### src/rtl/rfr_pkg.sv
// rfr_pkg: shared constants and types for the radio frame receiver
// no dependencies; used by the top level
`timescale 1ns / 1ps

package rfr_pkg;

  localparam logic [7:0] HDR_INDIVIDUAL = 8'hFD;
  localparam logic [7:0] HDR_BROADCAST  = 8'h00;
  localparam logic [7:0] OP_SETTINGS    = 8'h00;
  localparam logic [7:0] OP_HELLO       = 8'h01;

  localparam int unsigned CNT_W      = 9;
  localparam int unsigned HEAD_DEPTH = 4;

  // byte offset of the first payload byte inside the frame
  localparam logic [CNT_W-1:0] START_INDIVIDUAL = CNT_W'(4);
  localparam logic [CNT_W-1:0] START_BROADCAST  = CNT_W'(2);

  typedef enum logic [2:0] {
    OUT_BCAST_OK   = 3'd0,
    OUT_INDIV_OK   = 3'd1,
    OUT_MALFORMED  = 3'd2,
    OUT_UNKNOWN    = 3'd3,
    OUT_NOT_COORD  = 3'd4
  } outcome_t;

  typedef enum logic [2:0] {
    PH_HEADER = 3'b001,
    PH_LENGTH = 3'b010,
    PH_BODY   = 3'b100
  } phase_t;

  typedef struct packed {
    logic [2:0]  outcome;
    logic [7:0]  frame_header;
    logic [7:0]  opcode;
    logic [15:0] source_address;
    logic [7:0]  payload_length;
    logic        settings_updated;
    logic [7:0]  light_sensor_on;
    logic [7:0]  motion_sensor_on;
    logic [7:0]  mute_on;
    logic        hello_request;
  } result_t;

endpackage

### src/rtl/rfr_ifs.sv
// rfr_ifs: valid/ready channel interfaces for received bytes and frame results
// no dependencies
`timescale 1ns / 1ps

interface rfr_byte_if;
  logic       valid;
  logic       ready;
  logic [7:0] rx_byte;

  modport source (output valid, output rx_byte, input ready);
  modport sink   (input valid, input rx_byte, output ready);
endinterface

interface rfr_result_if;
  logic        valid;
  logic        ready;
  logic [2:0]  outcome;
  logic [7:0]  frame_header;
  logic [7:0]  opcode;
  logic [15:0] source_address;
  logic [7:0]  payload_length;
  logic        settings_updated;
  logic [7:0]  light_sensor_on;
  logic [7:0]  motion_sensor_on;
  logic [7:0]  mute_on;
  logic        hello_request;

  modport source (
    output valid, output outcome, output frame_header, output opcode,
    output source_address, output payload_length, output settings_updated,
    output light_sensor_on, output motion_sensor_on, output mute_on,
    output hello_request, input ready
  );
  modport sink (
    input valid, input outcome, input frame_header, input opcode,
    input source_address, input payload_length, input settings_updated,
    input light_sensor_on, input motion_sensor_on, input mute_on,
    input hello_request, output ready
  );
endinterface

### src/rtl/radio_module_frame_receiver_unit.sv
// radio_module_frame_receiver_unit: frames received bytes and reports one result per frame
// depends on rfr_pkg and the channel interfaces in rfr_ifs.sv
// the result of a frame is registered in the output register, or in the skid entry while a result waits downstream
// throughput: one byte per cycle unless the skid entry is full; a two-entry output
//   register and skid stage keep the byte side running while one result waits downstream
// reset: synchronous active-low rst_n clears framing state, settings and
//   the output stage valid flags; no clearing pass, ready right after reset
`timescale 1ns / 1ps

module radio_module_frame_receiver_unit (
  input  logic               clk,
  input  logic               rst_n,
  rfr_byte_if.sink           in_ch,
  rfr_result_if.source       out_ch
);

  localparam int unsigned CW = rfr_pkg::CNT_W;

  rfr_pkg::phase_t    phase_r, phase_nxt;
  logic [7:0]         header_r, header_nxt;
  logic [7:0]         length_r, length_nxt;
  logic [CW-1:0]      left_r, left_nxt;
  logic [CW-1:0]      pos_r, pos_nxt;
  logic [15:0]        tail_r, tail_nxt;
  logic [7:0]         head_r [rfr_pkg::HEAD_DEPTH];
  logic [7:0]         head_nxt [rfr_pkg::HEAD_DEPTH];
  logic [7:0]         set_r [3];
  logic [7:0]         set_nxt [3];

  rfr_pkg::result_t   res;
  logic               res_fire;

  rfr_pkg::result_t   out_r, skid_r;
  logic               out_vld_r, skid_vld_r;

  logic               in_fire, pop;
  logic               is_indiv, known;
  logic [CW-1:0]      start, k;

  assign in_ch.ready = !skid_vld_r;
  assign in_fire     = in_ch.valid && in_ch.ready;
  assign pop         = out_vld_r && out_ch.ready;

  assign is_indiv = (header_r == rfr_pkg::HDR_INDIVIDUAL);
  assign known    = is_indiv || (header_r == rfr_pkg::HDR_BROADCAST);
  assign start    = is_indiv ? rfr_pkg::START_INDIVIDUAL : rfr_pkg::START_BROADCAST;
  assign k        = pos_r - start;

  // per-byte framing step
  always_comb begin
    phase_nxt = phase_r;
    header_nxt = header_r;
    length_nxt = length_r;
    left_nxt = left_r;
    pos_nxt = pos_r;
    tail_nxt = tail_r;
    head_nxt = head_r;
    set_nxt = set_r;
    res_fire = 1'b0;
    res = '0;
    if (in_fire) begin
      pos_nxt = pos_r + CW'(1);
      case (phase_r)
        rfr_pkg::PH_LENGTH: begin
          length_nxt = in_ch.rx_byte;
          left_nxt = CW'(in_ch.rx_byte) + start;
          phase_nxt = rfr_pkg::PH_BODY;
        end
        rfr_pkg::PH_BODY: begin
          // payload bytes sit after the header/length (and, in individual frames, the unused address pair)
          if (known && pos_r >= start && k < CW'(rfr_pkg::HEAD_DEPTH)
              && k < CW'(length_r)) begin
            head_nxt[k[1:0]] = in_ch.rx_byte;
          end
          tail_nxt = {tail_r[7:0], in_ch.rx_byte};
          left_nxt = left_r - CW'(1);
          if (left_nxt == '0) begin
            res_fire = 1'b1;
            phase_nxt = rfr_pkg::PH_HEADER;
            pos_nxt = '0;
            res.frame_header = header_r;
            res.source_address = tail_nxt;
            res.payload_length = length_r;
            if (!known) begin
              res.outcome = rfr_pkg::OUT_UNKNOWN;
            end else if (length_r == 8'd0) begin
              res.outcome = rfr_pkg::OUT_MALFORMED;
            end else begin
              res.opcode = head_nxt[0];
              if (is_indiv) begin
                if (tail_nxt != 16'd0) begin
                  res.outcome = rfr_pkg::OUT_NOT_COORD;
                end else begin
                  res.outcome = rfr_pkg::OUT_INDIV_OK;
                  if (head_nxt[0] == rfr_pkg::OP_SETTINGS && length_r >= 8'd4) begin
                    set_nxt[0] = head_nxt[1];
                    set_nxt[1] = head_nxt[2];
                    set_nxt[2] = head_nxt[3];
                    res.settings_updated = 1'b1;
                  end
                  res.hello_request = (head_nxt[0] == rfr_pkg::OP_HELLO);
                end
              end else begin
                res.outcome = rfr_pkg::OUT_BCAST_OK;
                res.hello_request = (head_nxt[0] == rfr_pkg::OP_HELLO);
              end
            end
            res.light_sensor_on = set_nxt[0];
            res.motion_sensor_on = set_nxt[1];
            res.mute_on = set_nxt[2];
          end
        end
        default: begin
          header_nxt = in_ch.rx_byte;
          pos_nxt = CW'(1);
          phase_nxt = rfr_pkg::PH_LENGTH;
        end
      endcase
    end
  end

  always_ff @(posedge clk) begin
    if (!rst_n) begin
      phase_r <= rfr_pkg::PH_HEADER;
      header_r <= '0;
      length_r <= '0;
      left_r <= '0;
      pos_r <= '0;
      tail_r <= '0;
      for (int i = 0; i < 3; i++) set_r[i] <= '0;
    end else begin
      phase_r <= phase_nxt;
      header_r <= header_nxt;
      length_r <= length_nxt;
      left_r <= left_nxt;
      pos_r <= pos_nxt;
      tail_r <= tail_nxt;
      set_r <= set_nxt;
    end
  end

  always_ff @(posedge clk) begin
    head_r <= head_nxt;
  end

  // output register plus skid entry
  always_ff @(posedge clk) begin
    if (!rst_n) begin
      out_vld_r <= 1'b0;
      skid_vld_r <= 1'b0;
    end else if (skid_vld_r) begin
      if (pop) begin
        out_r <= skid_r;
        skid_vld_r <= 1'b0;
      end
    end else if (res_fire) begin
      if (!out_vld_r || pop) begin
        out_r <= res;
        out_vld_r <= 1'b1;
      end else begin
        skid_r <= res;
        skid_vld_r <= 1'b1;
      end
    end else if (pop) begin
      out_vld_r <= 1'b0;
    end
  end

  assign out_ch.valid            = out_vld_r;
  assign out_ch.outcome          = out_r.outcome;
  assign out_ch.frame_header     = out_r.frame_header;
  assign out_ch.opcode           = out_r.opcode;
  assign out_ch.source_address   = out_r.source_address;
  assign out_ch.payload_length   = out_r.payload_length;
  assign out_ch.settings_updated = out_r.settings_updated;
  assign out_ch.light_sensor_on  = out_r.light_sensor_on;
  assign out_ch.motion_sensor_on = out_r.motion_sensor_on;
  assign out_ch.mute_on          = out_r.mute_on;
  assign out_ch.hello_request    = out_r.hello_request;

endmodule
### src/flat_wrapper.sv
// flat-port wrapper written by rule: the top's interface ports become plain ports
module radio_module_frame_receiver_unit_flat 
  (clk, rst_n, in_ch_valid, in_ch_rx_byte, in_ch_ready, out_ch_valid, out_ch_outcome, out_ch_frame_header, out_ch_opcode, out_ch_source_address, out_ch_payload_length, out_ch_settings_updated, out_ch_light_sensor_on, out_ch_motion_sensor_on, out_ch_mute_on, out_ch_hello_request, out_ch_ready);
  rfr_byte_if in_ch_i ();
  rfr_result_if out_ch_i ();
  input  logic clk;
  input  logic rst_n;
  input wire logic [$bits(in_ch_i.valid)-1:0] in_ch_valid;
  input wire logic [$bits(in_ch_i.rx_byte)-1:0] in_ch_rx_byte;
  output wire logic [$bits(in_ch_i.ready)-1:0] in_ch_ready;
  output wire logic [$bits(out_ch_i.valid)-1:0] out_ch_valid;
  output wire logic [$bits(out_ch_i.outcome)-1:0] out_ch_outcome;
  output wire logic [$bits(out_ch_i.frame_header)-1:0] out_ch_frame_header;
  output wire logic [$bits(out_ch_i.opcode)-1:0] out_ch_opcode;
  output wire logic [$bits(out_ch_i.source_address)-1:0] out_ch_source_address;
  output wire logic [$bits(out_ch_i.payload_length)-1:0] out_ch_payload_length;
  output wire logic [$bits(out_ch_i.settings_updated)-1:0] out_ch_settings_updated;
  output wire logic [$bits(out_ch_i.light_sensor_on)-1:0] out_ch_light_sensor_on;
  output wire logic [$bits(out_ch_i.motion_sensor_on)-1:0] out_ch_motion_sensor_on;
  output wire logic [$bits(out_ch_i.mute_on)-1:0] out_ch_mute_on;
  output wire logic [$bits(out_ch_i.hello_request)-1:0] out_ch_hello_request;
  input wire logic [$bits(out_ch_i.ready)-1:0] out_ch_ready;
  assign in_ch_i.valid = in_ch_valid;
  assign in_ch_i.rx_byte = in_ch_rx_byte;
  assign in_ch_ready = in_ch_i.ready;
  assign out_ch_valid = out_ch_i.valid;
  assign out_ch_outcome = out_ch_i.outcome;
  assign out_ch_frame_header = out_ch_i.frame_header;
  assign out_ch_opcode = out_ch_i.opcode;
  assign out_ch_source_address = out_ch_i.source_address;
  assign out_ch_payload_length = out_ch_i.payload_length;
  assign out_ch_settings_updated = out_ch_i.settings_updated;
  assign out_ch_light_sensor_on = out_ch_i.light_sensor_on;
  assign out_ch_motion_sensor_on = out_ch_i.motion_sensor_on;
  assign out_ch_mute_on = out_ch_i.mute_on;
  assign out_ch_hello_request = out_ch_i.hello_request;
  assign out_ch_i.ready = out_ch_ready;
  radio_module_frame_receiver_unit u_core (.clk(clk), .rst_n(rst_n), .in_ch(in_ch_i), .out_ch(out_ch_i));
endmodule
### config.mk
export PLATFORM = sky130hd
export DESIGN_NAME = radio_module_frame_receiver_unit_flat
export DESIGN_NICKNAME = d
export VERILOG_FILES = /design/src/rtl/rfr_pkg.sv /design/src/rtl/rfr_ifs.sv /design/src/rtl/radio_module_frame_receiver_unit.sv /design/src/flat_wrapper.sv
export SDC_FILE = /design/constraint.sdc
export NUM_CORES = 1
export LEC_CHECK = 0
export ABC_AREA = 1
export BUFFER_PORTS_ARGS = -buffer_cell sky130_fd_sc_hd__buf_2
export CAP_MARGIN = 20
export CORE_MARGIN = 5
export CORE_UTILIZATION = 62
export CTS_BUF_LIST = sky130_fd_sc_hd__clkbuf_8
export DETAILED_ROUTE_END_ITERATION = 6
export GPL_TIMING_DRIVEN = 1
export HOLD_SLACK_MARGIN = 0.15
export PLACE_DENSITY = 0.92
export SYNTH_ARGS = -nofsm -noshare
export SYNTH_HDL_FRONTEND = slang
export SYNTH_SLANG_ARGS = --single-unit
### constraint.sdc
create_clock -name clk -period 11.7 [get_ports clk]
set_clock_uncertainty 0.2 [all_clocks]
set_input_delay 2.925 -clock clk [delete_from_list [all_inputs] [get_ports clk]]
set_output_delay 2.925 -clock clk [all_outputs]
set_load 0.005 [all_outputs]
==> metrics.csv <==
metric,value,unit
grt_max_degree,73,
cts_buffers,38,
final_max_slew_viol_count,0,
synthArstFlopShare,0,%
relSlewSlack,27.4,%
portBuffers,82,
synth_warnings,0,
reg2reg_slack,6.38,ns
finalHoldViolations,0,
grt_pass1_wl,40400,um
nets,1269,
cp_slowest_stage_delay,0.80,ns
max_freq,172,MHz
drc_errors,0,
die_area,20400,sq um
insertedDiodeCount,0,
ioPinCount,83,
ctsLongestPathBuffers,3,
ctsHoldBuffers,0,
outcome,"complete, no violations",
vias,8608,
grt_usage,24.7,%
syn_area_per_cell,9.40,sq um
cap_violations,0,
drive_above_1_share,13.3,%
cellLeakagePower,5.16,nW
holdWs,0.253,ns
yosysUniqueCellTypes,40,
cts.sinks,241,
drt-total-wl,25100,um
crit_type,input port to register,
cts.htree.levels,2,
crit_path_end_kind,register,
fp.dieW,143,um
netlist_area,11000,sq um
fp.dieH,143,um
grt_pass1_vias,8128,
antenna_left,0,
required,11.65,ns
drt-wirelength-per-cell,16.8,um
place.gp.congestion,0.902,
drt_iter0_markers,1055,
clk_latency,0.53,ns
cp_cell_sequence,"buf_2, inv_1, nor3_2, buf_4",
synth_edf_count,170,
dpl.hpwl,16300,um
fin_util,70.8,%
cts-root-buf,clkbuf_8,
initial_utilization,63.3,%
firstDrtPassIters,5,
finalSetupViolCount,0,
cp.arrival,5.75,ns
postCtsSetupRepairBufs,0,
core,17300,sq um
ir_drop,0.000119,V
via_per_inst,5.76,
rows,48,
power_density,136,nW/um^2
total_power,1.67,mW
ys_ff_latch,241,
cts_resized,0,
syn_to_final_growth,11.8,%
start_kind,input port,
synth_seq_area_share,59.6,%
path_clk_slew,0.06,ns
synth_fp_nets,1194,
cts_tree,done,
tns,0,ns
netlist_instances,1166,
period_share,49.6,%
antenna_found_initial,0,
hold_path_class,register to register,
grt_overflow,0,
finalCriticalPeriod,5.81,ns
dp_cells,1426,
final_cells,1495,
rsz0062_at_grt,no,
tightest_slew,1.09,ns
worstPathMaxFanout,62,
critPathSlowestCell,buf_2,
synth_ff_type,edfxtp_1,
critical path, delay by kind of cell:
family | cells | cell delay (ns)
buffers and inverters | 3 | 2.06
AND/OR/NAND/NOR | 1 | 0.68
cells in the mapped netlist (all sizes together) (5+ instances only):
library cell | instances | area (sq um)
o211a | 20 | 200
nor3 | 17 | 85.1
xor2 | 7 | 61.3
a21oi | 36 | 180
nor4 | 6 | 37.5
edfxtp | 170 | 5100
ha | 14 | 175
buf | 15 | 86.3
nand3 | 50 | 255
inv | 170 | 638
nand2 | 272 | 1050
nand4 | 57 | 357
o21ai | 106 | 531
a31oi | 5 | 31.3
dfxtp | 71 | 1420
clkbuf | 41 | 154
nor3b | 6 | 45.0
nor2 | 79 | 322
final timing paths:
| kind | end | start | depth (start not counted) |
|---|---|---|---|
| worst max register to register | u_core.skid_r[1]$_DFFE_PP_ | u_core.header_r[1]$_SDFFE_PN0P_ | 21 |
| worst min register to register | u_core.set_r[10]$_SDFFE_PN0P_ | u_core.set_r[10]$_SDFFE_PN0P_ | 2 |
| worst max-delay path | u_core.skid_r[62]$_DFFE_PP_ | rst_n | 4 |
| worst min-delay path | u_core.set_r[10]$_SDFFE_PN0P_ | u_core.set_r[10]$_SDFFE_PN0P_ | 2 |
cell families after synthesis:
kind of cell / Yosys count / synth area share (%)
XOR/XNOR: 10 / 0.800
multiplexers: 4 / 0.411
AO/OA/AOI/OAI: 176 / 9.26
flip-flops: 241 / 59.6
buffers and inverters: 227 / 8.05
adder cells (fa/ha/maj): 16 / 1.96
AND/OR/NAND/NOR: 492 / 19.9
cell type report:
type | count | area [sq um]
sequential | 241 | 6530
fill | 1221 | 5050
multi-input combinational | 698 | 3570
inverter | 171 | 642
clock buffer | 42 | 578
timing repair buffer | 91 | 478
tap | 225 | 282
clock inverter | 27 | 163
layer usage:
metal | vias up | wire length (um) | track usage, %
met1 | 4001 | 9700 | 32.4
met2 | 458 | 12100 | 41.2
met4 | 0 | 745 | 9.15
met3 | 73 | 2580 | 4.72
li1 | 4076 | - | -
met5 | - | 0 | 0
flip-flops by register name (all words and copies together), names as in the netlist, 3 cells and up:
register	count
u_core.head_r	32
u_core.header_r	8
u_core.left_r	9
u_core.length_r	8
u_core.out_ch.frame_header	8
u_core.out_ch.light_sensor_on	8
u_core.out_ch.motion_sensor_on	8
u_core.out_ch.mute_on	8
u_core.out_ch.opcode	8
u_core.out_ch.outcome	3
u_core.out_ch.payload_length	8
u_core.out_ch.source_address	16
u_core.phase_r	3
u_core.pos_r	9
u_core.set_r	24
u_core.skid_r	69
u_core.tail_r	8
layout by cell type (no fill, tap or decap), types with 3 or more instances in the layout:
| cell | count |
|---|---|
| mux2_2 | 4 |
| dfxtp_1 | 70 |
| nand2_2 | 9 |
| inv_1 | 186 |
| clkinv_1 | 5 |
| xnor2_1 | 3 |
| ha_1 | 14 |
| edfxtp_1 | 170 |
| xor2_1 | 7 |
| nand4_1 | 57 |
| buf_4 | 9 |
| nor2_1 | 73 |
| o211a_1 | 20 |
| nor4_1 | 6 |
| nand2_1 | 262 |
| o21ai_0 | 102 |
| nor3_1 | 16 |
| clkbuf_8 | 42 |
| a31oi_1 | 5 |
| o21ai_1 | 4 |
| nor3b_1 | 5 |
| or2_2 | 3 |
| buf_2 | 82 |
| a211oi_1 | 3 |
| nor2_2 | 3 |
| nand3_1 | 49 |
| clkinv_2 | 4 |
| nor2_4 | 3 |
| a21oi_1 | 35 |
through the flow:
stage | worst slack [ns] | area [sq um]
after floorplan | 1.07 | 11000
after global placement | 5.47 | 11500
after detailed placement | 5.39 | 11500
after CTS | 5.93 | 12200
after global routing | 5.65 | 12200
final | 5.89 | 12200
power by group:
part / leakage, nW / switching [mW] / internal, mW / total (mW)
clock: 0.438 / 0.319 / 0.374 / 0.693
combinational: 2.65 / 0.0439 / 0.0165 / 0.0604
sequential: 2.07 / 0.00446 / 0.909 / 0.913
Note: power is estimated with default switching activity, not from simulation.
